## src/sv/rrbb_pkg.sv

```systemverilog
// Shared types, constants and ring arithmetic for the receive ring byte buffer.
// Used by every module of the block; depends on nothing.
`default_nettype none

package rrbb_pkg;

   // Ring depth in bytes, and the widths that follow from it
   localparam int DEPTH = 64;
   localparam int PTR_W = $clog2(DEPTH);
   localparam int CNT_W = $clog2(DEPTH + 1);

   // Fixed field widths of the request and response beats
   localparam int BYTE_W  = 8;
   localparam int OP_W    = 2;
   localparam int DROP_W  = 7;
   localparam int LIMIT_W = 7;
   localparam int USED_W  = 7;
   localparam int REQ_W   = 24;
   localparam int RSP_W   = 16;

   localparam logic [LIMIT_W-1:0] LIMIT_RESET = 7'd64;

   // Command queue between the front and back parts
   localparam int QUEUE_DEPTH = 2;
   localparam int QPTR_W      = $clog2(QUEUE_DEPTH);
   localparam int QCNT_W      = $clog2(QUEUE_DEPTH + 1);

   // Request operation codes
   typedef enum logic [OP_W-1:0] {
      OP_PUSH = 2'd0,
      OP_DROP = 2'd1,
      OP_READ = 2'd2,
      OP_NONE = 2'd3
   } op_type;

   // Back part sequencer
   typedef enum logic [1:0] {
      ST_IDLE   = 2'b01,
      ST_STREAM = 2'b10
   } back_state_type;

   // One classified command
   typedef struct packed {
      op_type              op;
      logic [BYTE_W-1:0]   data;
      logic [DROP_W-1:0]   count;
   } cmd_type;

   // Queue occupancy seen by the front part
   typedef struct packed {
      logic full;
      logic empty;
   } queue_status_type;

   // Advance a ring pointer by n places, n at most DEPTH
   function automatic logic [PTR_W-1:0] ring_add(input logic [PTR_W-1:0] p,
                                                 input logic [CNT_W-1:0] n);
      logic [CNT_W:0] s;
      s = (CNT_W + 1)'(p) + (CNT_W + 1)'(n);
      if (s >= (CNT_W + 1)'(DEPTH)) begin
         s = s - (CNT_W + 1)'(DEPTH);
      end
      return PTR_W'(s);
   endfunction

   // Advance a ring pointer by one place
   function automatic logic [PTR_W-1:0] ring_next(input logic [PTR_W-1:0] p);
      logic [PTR_W-1:0] r;
      if (p == PTR_W'(DEPTH - 1)) begin
         r = '0;
      end else begin
         r = p + PTR_W'(1);
      end
      return r;
   endfunction

endpackage

`default_nettype wire

```

## src/sv/rrbb_front.sv

```systemverilog
// Front part: takes request beats, decodes the operation and hands commands to the queue.
// Depends on rrbb_pkg.
`default_nettype none

module rrbb_front (
   input  wire logic                          req_tvalid,
   output logic                               req_tready,
   input  wire logic [rrbb_pkg::REQ_W-1:0]    req_tdata,   // op, data_byte, drop_count
   input  wire rrbb_pkg::queue_status_type    queue_status,
   output logic                               cmd_push,
   output rrbb_pkg::cmd_type                  cmd
);

   logic [rrbb_pkg::OP_W-1:0] raw_op;

   assign raw_op     = req_tdata[1:0];
   assign req_tready = !queue_status.full;
   assign cmd_push   = req_tvalid && !queue_status.full;

   // Classify the operation and unpack the payload
   always_comb begin
      case (raw_op)
         rrbb_pkg::OP_PUSH: cmd.op = rrbb_pkg::OP_PUSH;
         rrbb_pkg::OP_DROP: cmd.op = rrbb_pkg::OP_DROP;
         rrbb_pkg::OP_READ: cmd.op = rrbb_pkg::OP_READ;
         default:           cmd.op = rrbb_pkg::OP_NONE;
      endcase
      cmd.data  = req_tdata[9:2];
      cmd.count = req_tdata[16:10];
   end

endmodule

`default_nettype wire

```

## src/sv/rrbb_cmd_queue.sv

```systemverilog
// Short command queue between the front and back parts of the ring buffer.
// Depends on rrbb_pkg.
`default_nettype none

module rrbb_cmd_queue (
   input  wire logic                          clock,
   input  wire logic                          reset,
   input  wire logic                          push,
   input  wire rrbb_pkg::cmd_type             push_cmd,
   input  wire logic                          pop,
   output rrbb_pkg::cmd_type                  head_cmd,
   output logic                               head_valid,
   output rrbb_pkg::queue_status_type         status
);

   rrbb_pkg::cmd_type                 entry_ff [rrbb_pkg::QUEUE_DEPTH];
   logic [rrbb_pkg::QPTR_W-1:0]       wr_ptr_ff, wr_ptr_in;
   logic [rrbb_pkg::QPTR_W-1:0]       rd_ptr_ff, rd_ptr_in;
   logic [rrbb_pkg::QCNT_W-1:0]       fill_ff, fill_in;
   logic                              do_push, do_pop;

   assign status.full  = (fill_ff == rrbb_pkg::QCNT_W'(rrbb_pkg::QUEUE_DEPTH));
   assign status.empty = (fill_ff == '0);
   assign head_valid   = !status.empty;
   assign head_cmd     = entry_ff[rd_ptr_ff];

   assign do_push = push && !status.full;
   assign do_pop  = pop && !status.empty;

   // Advance pointers and fill level
   always_comb begin
      wr_ptr_in = wr_ptr_ff;
      rd_ptr_in = rd_ptr_ff;
      fill_in   = fill_ff;
      if (do_push) begin
         wr_ptr_in = (wr_ptr_ff == rrbb_pkg::QPTR_W'(rrbb_pkg::QUEUE_DEPTH - 1))
                     ? '0 : wr_ptr_ff + rrbb_pkg::QPTR_W'(1);
      end
      if (do_pop) begin
         rd_ptr_in = (rd_ptr_ff == rrbb_pkg::QPTR_W'(rrbb_pkg::QUEUE_DEPTH - 1))
                     ? '0 : rd_ptr_ff + rrbb_pkg::QPTR_W'(1);
      end
      if (do_push && !do_pop) begin
         fill_in = fill_ff + rrbb_pkg::QCNT_W'(1);
      end else if (do_pop && !do_push) begin
         fill_in = fill_ff - rrbb_pkg::QCNT_W'(1);
      end
   end

   always_ff @(posedge clock) begin
      if (reset) begin
         wr_ptr_ff <= '0;
         rd_ptr_ff <= '0;
         fill_ff   <= '0;
      end else begin
         wr_ptr_ff <= wr_ptr_in;
         rd_ptr_ff <= rd_ptr_in;
         fill_ff   <= fill_in;
      end
   end

   // Hold entries; no reset on payload
   always_ff @(posedge clock) begin
      if (do_push) begin
         entry_ff[wr_ptr_ff] <= push_cmd;
      end
   end

endmodule

`default_nettype wire

```

## src/sv/rrbb_back.sv

```systemverilog
// Back part: owns the byte store, ring pointers and count, executes commands
// and drives the registered response beat. Depends on rrbb_pkg.
`default_nettype none

module rrbb_back (
   input  wire logic                            clock,
   input  wire logic                            reset,
   input  wire logic                            csr_we,
   input  wire logic [rrbb_pkg::LIMIT_W-1:0]    csr_wdata,
   input  wire rrbb_pkg::cmd_type               cmd,
   input  wire logic                            cmd_valid,
   output logic                                 cmd_pop,
   output logic                                 rsp_tvalid,
   input  wire logic                            rsp_tready,
   output logic [rrbb_pkg::RSP_W-1:0]           rsp_tdata,   // read_byte, used
   output logic [1:0]                           rsp_tuser,   // ok, has_byte
   output logic                                 rsp_tlast
);

   // Byte store, undefined until written
   logic [rrbb_pkg::BYTE_W-1:0]       mem [rrbb_pkg::DEPTH];

   rrbb_pkg::back_state_type          state_ff, state_in;
   logic [rrbb_pkg::PTR_W-1:0]        rd_ptr_ff, rd_ptr_in;
   logic [rrbb_pkg::PTR_W-1:0]        wr_ptr_ff, wr_ptr_in;
   logic [rrbb_pkg::CNT_W-1:0]        held_ff, held_in;
   logic [rrbb_pkg::LIMIT_W-1:0]      limit_ff;
   logic [rrbb_pkg::PTR_W-1:0]        iter_ff, iter_in;
   logic [rrbb_pkg::CNT_W-1:0]        left_ff, left_in;

   logic                              out_valid_ff;
   logic                              ok_ff, ok_in;
   logic                              hb_ff, hb_in;
   logic                              last_ff, last_in;
   logic [rrbb_pkg::CNT_W-1:0]        used_ff;
   logic [rrbb_pkg::BYTE_W-1:0]       byte_ff;

   logic                              load;
   logic                              emit;
   logic                              mem_we;
   logic                              rd_en;
   logic [rrbb_pkg::PTR_W-1:0]        rd_addr;

   // Output register free or draining this cycle
   assign load = !out_valid_ff || rsp_tready;

   // Sequence commands and streamed reads
   always_comb begin
      state_in  = state_ff;
      rd_ptr_in = rd_ptr_ff;
      wr_ptr_in = wr_ptr_ff;
      held_in   = held_ff;
      iter_in   = iter_ff;
      left_in   = left_ff;
      emit      = 1'b0;
      cmd_pop   = 1'b0;
      mem_we    = 1'b0;
      rd_en     = 1'b0;
      rd_addr   = iter_ff;
      ok_in     = 1'b0;
      hb_in     = 1'b0;
      last_in   = 1'b1;
      case (state_ff)
         rrbb_pkg::ST_STREAM: begin
            if (load) begin
               emit    = 1'b1;
               rd_en   = 1'b1;
               ok_in   = 1'b1;
               hb_in   = 1'b1;
               last_in = (left_ff == rrbb_pkg::CNT_W'(1));
               iter_in = rrbb_pkg::ring_next(iter_ff);
               left_in = left_ff - rrbb_pkg::CNT_W'(1);
               if (last_in) begin
                  state_in = rrbb_pkg::ST_IDLE;
               end
            end
         end
         rrbb_pkg::ST_IDLE: begin
            if (load && cmd_valid) begin
               emit    = 1'b1;
               cmd_pop = 1'b1;
               case (cmd.op)
                  rrbb_pkg::OP_PUSH: begin
                     // refuse when full
                     if (held_ff != rrbb_pkg::CNT_W'(rrbb_pkg::DEPTH)) begin
                        mem_we    = 1'b1;
                        wr_ptr_in = rrbb_pkg::ring_next(wr_ptr_ff);
                        held_in   = held_ff + rrbb_pkg::CNT_W'(1);
                        ok_in     = 1'b1;
                     end
                  end
                  rrbb_pkg::OP_DROP: begin
                     // over-long drop clears the ring
                     if (cmd.count > rrbb_pkg::DROP_W'(held_ff)) begin
                        rd_ptr_in = '0;
                        wr_ptr_in = '0;
                        held_in   = '0;
                     end else begin
                        rd_ptr_in = rrbb_pkg::ring_add(rd_ptr_ff,
                                                       rrbb_pkg::CNT_W'(cmd.count));
                        held_in   = held_ff - rrbb_pkg::CNT_W'(cmd.count);
                        ok_in     = 1'b1;
                     end
                  end
                  rrbb_pkg::OP_READ: begin
                     // empty or over the limit gives one failure beat
                     if (held_ff != '0 &&
                         rrbb_pkg::LIMIT_W'(held_ff) <= limit_ff) begin
                        ok_in   = 1'b1;
                        hb_in   = 1'b1;
                        rd_en   = 1'b1;
                        rd_addr = rd_ptr_ff;
                        last_in = (held_ff == rrbb_pkg::CNT_W'(1));
                        iter_in = rrbb_pkg::ring_next(rd_ptr_ff);
                        left_in = held_ff - rrbb_pkg::CNT_W'(1);
                        if (!last_in) begin
                           state_in = rrbb_pkg::ST_STREAM;
                        end
                     end
                  end
                  default: begin
                     ok_in = 1'b0;
                  end
               endcase
            end
         end
         default: begin
            state_in = rrbb_pkg::ST_IDLE;
         end
      endcase
   end

   // Control state
   always_ff @(posedge clock) begin
      if (reset) begin
         state_ff     <= rrbb_pkg::ST_IDLE;
         rd_ptr_ff    <= '0;
         wr_ptr_ff    <= '0;
         held_ff      <= '0;
         iter_ff      <= '0;
         left_ff      <= '0;
         limit_ff     <= rrbb_pkg::LIMIT_RESET;
         out_valid_ff <= 1'b0;
      end else begin
         state_ff  <= state_in;
         rd_ptr_ff <= rd_ptr_in;
         wr_ptr_ff <= wr_ptr_in;
         held_ff   <= held_in;
         iter_ff   <= iter_in;
         left_ff   <= left_in;
         if (csr_we) begin
            limit_ff <= csr_wdata;
         end
         if (load) begin
            out_valid_ff <= emit;
         end
      end
   end

   // Byte store write and registered read into the response beat
   always_ff @(posedge clock) begin
      if (mem_we) begin
         mem[wr_ptr_ff] <= cmd.data;
      end
      if (emit) begin
         byte_ff <= rd_en ? mem[rd_addr] : '0;
      end
   end

   // Response payload
   always_ff @(posedge clock) begin
      if (emit) begin
         ok_ff   <= ok_in;
         hb_ff   <= hb_in;
         last_ff <= last_in;
         used_ff <= held_in;
      end
   end

   assign rsp_tvalid = out_valid_ff;
   assign rsp_tdata  = {1'b0, rrbb_pkg::USED_W'(used_ff), byte_ff};
   assign rsp_tuser  = {hb_ff, ok_ff};
   assign rsp_tlast  = last_ff;

endmodule

`default_nettype wire

```

## src/sv/receive_ring_byte_buffer.sv

```systemverilog
// Receive ring byte buffer, top level: front decode, command queue, back execution.
// A request waits in the command queue; the back part registers its result beat.
// Push, drop and failed reads give one beat each; a successful read holds the back
// part for held-count bytes, one byte per cycle from the store port unless stalled.
// Reset clears pointers, count and queue and sets read_limit to 64; the byte store
// is not cleared.
`default_nettype none

module receive_ring_byte_buffer (
   input  wire logic                            clock,
   input  wire logic                            reset,
   input  wire logic                            csr_we,
   input  wire logic [rrbb_pkg::LIMIT_W-1:0]    csr_wdata,   // read_limit
   input  wire logic                            req_tvalid,
   output logic                                 req_tready,
   input  wire logic [rrbb_pkg::REQ_W-1:0]      req_tdata,   // op, data_byte, drop_count
   output logic                                 rsp_tvalid,
   input  wire logic                            rsp_tready,
   output logic [rrbb_pkg::RSP_W-1:0]           rsp_tdata,   // read_byte, used
   output logic [1:0]                           rsp_tuser,   // ok, has_byte
   output logic                                 rsp_tlast
);

   rrbb_pkg::queue_status_type   queue_status;
   rrbb_pkg::cmd_type            front_cmd;
   rrbb_pkg::cmd_type            head_cmd;
   logic                         front_push;
   logic                         head_valid;
   logic                         back_pop;

   rrbb_front u_front (
      .req_tvalid   (req_tvalid),
      .req_tready   (req_tready),
      .req_tdata    (req_tdata),
      .queue_status (queue_status),
      .cmd_push     (front_push),
      .cmd          (front_cmd)
   );

   rrbb_cmd_queue u_queue (
      .clock      (clock),
      .reset      (reset),
      .push       (front_push),
      .push_cmd   (front_cmd),
      .pop        (back_pop),
      .head_cmd   (head_cmd),
      .head_valid (head_valid),
      .status     (queue_status)
   );

   rrbb_back u_back (
      .clock      (clock),
      .reset      (reset),
      .csr_we     (csr_we),
      .csr_wdata  (csr_wdata),
      .cmd        (head_cmd),
      .cmd_valid  (head_valid),
      .cmd_pop    (back_pop),
      .rsp_tvalid (rsp_tvalid),
      .rsp_tready (rsp_tready),
      .rsp_tdata  (rsp_tdata),
      .rsp_tuser  (rsp_tuser),
      .rsp_tlast  (rsp_tlast)
   );

   // Held count never exceeds the ring depth
   assert property (@(posedge clock) disable iff (reset)
      rsp_tvalid |-> (rsp_tdata[14:8] <= rrbb_pkg::USED_W'(rrbb_pkg::DEPTH)))
      else $error("used count above ring depth");

   // A byte beat is always a successful one
   assert property (@(posedge clock) disable iff (reset)
      (rsp_tvalid && rsp_tuser[1]) |-> rsp_tuser[0])
      else $error("byte beat without ok");

   // A beat without a byte ends its command and carries a zero byte
   assert property (@(posedge clock) disable iff (reset)
      (rsp_tvalid && !rsp_tuser[1]) |-> (rsp_tlast && rsp_tdata[7:0] == '0))
      else $error("non-byte beat not last or byte not zero");

endmodule

`default_nettype wire

```

## config.mk

```make
export PLATFORM = sky130hd
export DESIGN_NAME = receive_ring_byte_buffer
export DESIGN_NICKNAME = d
export VERILOG_FILES = /design/src/sv/rrbb_pkg.sv /design/src/sv/rrbb_front.sv /design/src/sv/rrbb_cmd_queue.sv /design/src/sv/rrbb_back.sv /design/src/sv/receive_ring_byte_buffer.sv
export SDC_FILE = /design/constraint.sdc
export NUM_CORES = 1
export LEC_CHECK = 0
export BUFFER_PORTS_ARGS = -buffer_cell sky130_fd_sc_hd__buf_2
export CAP_MARGIN = 10
export CORE_MARGIN = 3
export CORE_UTILIZATION = 60
export CTS_CLUSTER_DIAMETER = 50
export DETAILED_ROUTE_END_ITERATION = 8
export PLACE_DENSITY = 0.8
export SYNTH_ARGS = -nofsm -noshare
export SYNTH_HDL_FRONTEND = slang
export SYNTH_SLANG_ARGS = --single-unit
export TNS_END_PERCENT = 30
```

## constraint.sdc

```tcl
create_clock -name clock -period 5.9 [get_ports clock]
set_input_delay 1.18 -clock clock [delete_from_list [all_inputs] [get_ports clock]]
set_output_delay 1.18 -clock clock [all_outputs]
set_load 0.03 [all_outputs]
```

==> results.toml, run 1 <==
[global_routing]
grt-ovfl-total = 0
grt_antenna_before_repair = 1
grtUsageTotal_pct = 27.0
grt_max_degree = 65
grt_pass1_vias = 15080
grt_pass1_wl_mm = 90.3

[cells_and_area]
drive_above_1_share_pct = 14.6
fillers = 2623
mostFrequentLayoutCells = "564 x edfxtp_1, 194 x nand2_1, 127 x nor2_1"
final_cells = 2336
multi_input_area_um2 = 6960
seq_area_um2 = 17900
final_common_cell = "edfxtp_1"
final_nets = 1823
area_growth_pct = 10.8

[clock_tree]
cts_buffer_depth = 3
cts_resized = 0
cts_sinks = 611
cts_root_buf = "clkbuf_16"
path_clk_slew_ps = 60
htree_num_levels = 2
cts_setup_buffers = 0
clk_latency_ps = 630
numCtsBuffers = 58
hold_buffers = 0
cts_tree = "built"

[sta]
maxSlewHeadroom_pct = 25.6
drv_slew = 0
hold_viol_final = 0
finClkSkew_ps = 13.0
setup_viol = 0
period_share_pct = 88.3
tightestPinTransition_ps = 1120
fin_crit_ps = 5210
timing.setup.tns_ps = 0
rsz0062_at_grt = "false"
fmax_mhz = 192
setup_slack_ps = 691

[pwr]
p_sw_mw = 3.69
switching_share_pct = 30.7
p_int_mw = 8.34
p_leak_nw = 9.53
cellPowerDensity_nw_per_um2 = 428
p_comb_share_pct = 24.9
p_seq_share_pct = 44.4
clkPwrFrac_pct = 30.7
ir_drop_uv = 275

[place]
place_congestion = 0.914
place_worst_setup_slack_ps = 686
dp_hpwl_mm = 36.2
io_buffers = 48
dp.cells = 2225

[worst_setup_path]
critPathLaunchType = "register"
rr_worst_depth = 12
crit_fanout = 41
r2r_setup_slack_ps = 690
cp.arrival_ps = 5560
worst_ep_required_time_ps = 6250
crit_path_end_kind = "register"
critPathKind = "register to register"

[worst_hold_path]
hold_depth = 2
hp-class = "register to register"

[route]
drtAntennaViolNets = 0
avgRoutedWirePerCell_um = 25.5
drcViolationCount = 0
drtIter0Drc = 2120
num_vias = 15365
wirelength_mm = 59.6
drt-pass1-iter-count = 7
avgViaCountPerCell = 6.58

[floorplan]
rows = 74
core_um2 = 41300
boundaryPins = 57
fp.dieH_um = 212
die_w_um = 212
initial_core_util_pct = 61.5
die_area_um2 = 44800

[flow_run]
drv_cap = 0

[outcome]
status = "finished clean"

[logic_synthesis]
yosys_warnings = 0
syn_avg_cell_area_um2 = 15.0
syn-instance-count = 1693
synth_seq_area_share_pct = 70.4
synth_nets = 1761
synth-main-ff-cell = "edfxtp_1"
synthArstFlopShare_pct = 0
synth_seq_cells = 611
syn-cell-area_um2 = 25400
yosysUniqueCellTypes = 75
synth-edff-count = 564
## cell usage after synthesis (19+ instances only)
master,number,area [µm²]
a21oi_1,77,385
a22oi_1,25,188
a31oi_1,19,119
and3_1,25,156
buf_2,28,140
clkbuf_1,33,124
dfxtp_1,47,941
edfxtp_1,564,16900
ha_1,30,375
inv_1,29,109
mux2i_1,76,761
mux4_2,58,1310
nand2_1,194,728
nand3_1,58,290
nor2_1,127,477
o21ai_0,42,210
## power by group through the flow
| stage | sequential, mW | clock (mW) | combinational, mW |
|---|---|---|---|
| floorplan | 5.49 | 0 | 1.98 |
| global placement | 5.43 | 0 | 2.83 |
| detailed placement | 5.43 | 0 | 2.93 |
| CTS | 5.34 | 3.72 | 2.95 |
| global route | 5.36 | 3.90 | 3.21 |
| finish | 5.34 | 3.69 | 3.00 |
## registers in the layout, summed over array words and instances, names as in the netlist, 2 cells and up, named ones only
| signal | flops |
|---|---|
| u_back.used_ff | 7 |
| u_back.left_ff | 7 |
| u_back.state_ff | 2 |
| u_queue.fill_ff | 2 |
| u_back.held_ff | 7 |
| u_back.byte_ff | 8 |
| u_back.iter_ff | 6 |
| u_back.rd_ptr_ff | 6 |
| u_queue.entry_ff | 34 |
| u_back.mem | 512 |
| u_back.limit_ff | 7 |
| u_back.wr_ptr_ff | 6 |
## final timing paths
check	startpoint	to
hold / removal	u_back.left_ff[1]$_SDFFE_PP0P_	u_back.left_ff[1]$_SDFFE_PP0P_
setup / recovery	u_back.held_ff[4]$_SDFF_PP0_	u_back.byte_ff[1]$_SDFFCE_PN0P_
setup reg to reg	u_back.held_ff[4]$_SDFF_PP0_	u_back.byte_ff[1]$_SDFFCE_PN0P_
hold reg to reg	u_back.left_ff[1]$_SDFFE_PP0P_	u_back.left_ff[1]$_SDFFE_PP0P_
## cell families (layout without fill, tap and decap cells)
kind of cell | count (synthesis) | count (layout) | share of synthesized area [%]
multiplexers | 148 | 148 | 8.77
flip-flops | 611 | 611 | 70.4
XOR/XNOR | 24 | 24 | 0.828
AND/OR/NAND/NOR | 471 | 471 | 8.30
AO/OA/AOI/OAI | 290 | 290 | 7.79
other | 1 | 2 | 0.0148
adder cells (fa/ha/maj) | 32 | 32 | 1.64
buffers and inverters | 116 | 226 | 2.22
## area by class of cell
| class | count | area share (%) |
|---|---|---|
| antenna | 1 | 0.00890 |
| clock buffer | 71 | 5.33 |
| clock inverter | 37 | 1.38 |
| inverter | 30 | 0.400 |
| multi-input combinational | 966 | 24.8 |
| sequential | 611 | 63.6 |
| tap | 532 | 2.37 |
| timing repair buffer | 88 | 2.19 |
## layer usage
layer | GRT usage, % | wire length [µm] | up-vias
li1 | - | - | 6675
met3 | 5.65 | 5830 | 170
met5 | 0 | 0 | -
met4 | 10.9 | 2450 | 0
met1 | 37.1 | 23000 | 7605
met2 | 42.8 | 28300 | 915
## critical path, stage by stage, from the launching register on
cell,delay [ps]
dfxtp_1,590
ha_1,330
a21oi_1,140
o21ai_0,200
o21ai_1,770
a21boi_4,200
nor2_8,740
buf_4,380
mux4_2,540
nand2_1,120
nand3_1,170
o31ai_1,550
nand3_1,170
## metrics by stage
step           utilization (%)  power, mW  hold slack, ps  area, µm²
2_1_floorplan                -       7.47             441      25400
3_3_place_gp              63.4       8.26             456      26200
3_5_place_dp              63.4       8.36             488      26200
4_1_cts                   68.0       12.0             499      28100
5_1_grt                   68.1       12.5             524      28100
6_report                  68.1       12.0             497      28100
No activity file was read; power rests on OpenSTA's default activity.
==> run 2: changes to the inputs <==
--- a/config.mk
+++ b/config.mk
@@ -5,11 +5,13 @@
 export SDC_FILE = /design/constraint.sdc
 export NUM_CORES = 1
 export LEC_CHECK = 0
+export ABC_AREA = 1
 export BUFFER_PORTS_ARGS = -buffer_cell sky130_fd_sc_hd__buf_2
 export CAP_MARGIN = 10
 export CORE_MARGIN = 3
 export CORE_UTILIZATION = 60
 export CTS_CLUSTER_DIAMETER = 50
+export CTS_CLUSTER_SIZE = 16
 export DETAILED_ROUTE_END_ITERATION = 8
 export PLACE_DENSITY = 0.8
 export SYNTH_ARGS = -nofsm -noshare
==> run 2 against run 1 <==
Critical path depth down 2. Combinational power rose by 49%. Register-to-register slack better by 540 ps. Cell count up 43%. Clock skew is essentially flat. Sequential share of layout area shrank 3.6 points. Wire length is 7.8% higher. Power rose by 9.1%. Largest cell class unchanged.
==> results.toml, run 2 <==
[clock_tree]
cts_sinks = 611
cts_tree = "built"
path_clk_slew_ps = 70
hold_buffers = 0
cts_setup_buffers = 0
htree_num_levels = 2
clk_latency_ps = 590
cts_root_buf = "clkbuf_16"
cts_buffer_depth = 3
cts_resized = 0
numCtsBuffers = 49

[place]
io_buffers = 48
place_congestion = 0.888
dp.cells = 3263
placed_area_um2 = 28300
dp_hpwl_mm = 37.9

[sta]
maxSlewHeadroom_pct = 21.3
setup_viol = 0
tightestPinTransition_ps = 1180
timing.setup.tns_ps = 0
timing.hold.ws_ps = 481
fin_crit_ps = 4670
rsz0062_at_grt = "false"
finClkSkew_ps = 13.2
hold_viol_final = 0
fmax_mhz = 214
period_share_pct = 79.1
drv_slew = 0

[worst_setup_path]
endpoint = "u_back.mem[22][2]$_DFFE_PP_"
critPathLaunchType = "register"
crit_fanout = 19
rr_worst_depth = 10
worst_ep_required_time_ps = 6120
cp.arrival_ps = 4890
critPathKind = "register to register"
path_buf_inv = 4
crit_cells = 10
reg2reg_from = "u_back.state_ff[1]$_SDFFE_PP0P_"
cpMaxStageDelayCell = "nor2_1"
cp_top_family = "simple AND/OR/NAND/NOR gates"
crit_path_end_kind = "register"
path_cells = "inv_1 > ha_1 > clkinv_1 > nor2_4 > inv_1 > nor2_1 > inv_1 > nor2_1 > nand3_1 > nor2_1"
crit_start = "u_back.state_ff[1]$_SDFFE_PP0P_"
reg2reg_to = "u_back.mem[22][2]$_DFFE_PP_"
slowest_delay_ps = 920
r2r_setup_slack_ps = 1230

[logic_synthesis]
synth_seq_cells = 611
synthTopCellsByArea = "edfxtp_1 61%, nand3_1 8.7%, nand2_1 8.4%, inv_1 6.4%, dfxtp_1 3.4%"
synth_seq_area_share_pct = 64.9
synth_common_cells = "614 x nand2_1, 564 x edfxtp_1, 480 x nand3_1, 467 x inv_1, 126 x nor2_1"
yosys_warnings = 0
yosysUniqueCellTypes = 47
syn-instance-count = 2722
synthArstFlopShare_pct = 0
netlist.area_leader.share_pct = 61.5
yosysMostFrequentCell = "nand2_1"
synth-edff-count = 564
synth-main-ff-cell = "edfxtp_1"
syn_avg_cell_area_um2 = 10.1
synth_nets = 2790
syn-cell-area_um2 = 27500
synth_top_area_cell = "edfxtp_1"

[cells_and_area]
largest_register_ffs = 512
mostFrequentLayoutCells = "613 x nand2_1, 564 x edfxtp_1, 480 x nand3_1"
final_common_cell = "nand2_1"
final_nets = 2790
area_growth_pct = 8.19
final_cells = 3343
drive_above_1_share_pct = 6.44
top_register = "u_back.mem"
fin_area_um2 = 29800
largestRegisters = "u_back.mem (512), u_queue.entry_ff (34), u_back.byte_ff (8)"

[floorplan]
fp.dieH_um = 220
initial_core_util_pct = 61.5
rows = 77
die_area_um2 = 48500
boundaryPins = 57
core_um2 = 44800
die_w_um = 220

[global_routing]
grt_antenna_before_repair = 1
grt_max_degree = 129
grtUsageTotal_pct = 26.6
grt_pass1_vias = 18439
grt-ovfl-total = 0
grt_pass1_wl_mm = 99.1

[route]
drt-pass1-iter-count = 5
avgRoutedWirePerCell_um = 19.2
drtIter0Drc = 2079
wirelength_mm = 64.2
avgViaCountPerCell = 5.75
drtAntennaViolNets = 0
drcViolationCount = 0
num_vias = 19219

[flow_run]
drv_cap = 0

[pwr]
power.total_mw = 13.1
ir_drop_uv = 346
cellPowerDensity_nw_per_um2 = 441
p_leak_nw = 12.2

[worst_hold_path]
hp-start = "u_back.limit_ff[3]$_SDFFE_PP0P_"
hold_depth = 2
hp-class = "register to register"

[outcome]
status = "finished clean"
## run 2: cell type report
| type | count | area [µm²] |
|---|---|---|
| Sequential cell | 611 | 17900 |
| Fill cell | 3307 | 15000 |
| Multi-Input combinational cell | 1513 | 7370 |
| Inverter | 472 | 1770 |
| Clock buffer | 56 | 1310 |
| Tap cell | 592 | 741 |
| Timing Repair Buffer | 75 | 518 |
| Clock inverter | 23 | 214 |
| Antenna cell | 1 | 2.50 |
## run 2: cell families (layout without fill, tap and decap cells)
kind of cell	Yosys count	after routing	share of synthesized area, %
AO/OA/AOI/OAI	149	149	3.05
XOR/XNOR	14	14	0.445
adder cells (fa/ha/maj)	32	32	1.51
buffers and inverters	598	626	8.57
flip-flops	611	611	64.9
multiplexers	11	11	0.441
other	1	2	0.0136
AND/OR/NAND/NOR	1306	1306	21.1
## run 2: tightest hold or removal path: stages (launching register included)
cell and delay (ps):
dfxtp_1 300, inv_1 70, a21oi_1 60
## run 2: stage by stage
stage	utilization, %	setup slack, ps
floorplan	-	2720
global placement	63.1	1420
detailed placement	63.1	1340
CTS	66.5	1390
global route	66.5	1050
finish	66.5	1230
## run 2: worst min path at each step
| stage | slack, ps | end |
|---|---|---|
| after global placement | 460 | u_back.limit_ff[4]$_SDFFE_PP0P_ |
| after detailed placement | 460 | u_back.limit_ff[5]$_SDFFE_PP0P_ |
| after CTS | 480 | u_back.limit_ff[3]$_SDFFE_PP0P_ |
| final | 480 | u_back.limit_ff[3]$_SDFFE_PP0P_ |
| after floorplan | 440 | u_back.limit_ff[1]$_SDFFE_PP0P_ |
| after global routing | 500 | u_back.limit_ff[2]$_SDFFE_PP0P_ |
## run 2: report_power, final
part / leakage [nW] / internal [mW] / switching, mW
registers: 5.48 / 5.29 / 0.175
clock network: 0.741 / 1.72 / 1.48
logic: 5.94 / 1.23 / 3.23
## run 2: metal layers
metal  GRT usage (%)  wire (µm)
met1            34.9      24100
met2            43.6      30700
met3            4.88       6580
met4            12.3       2870
met5               0          0
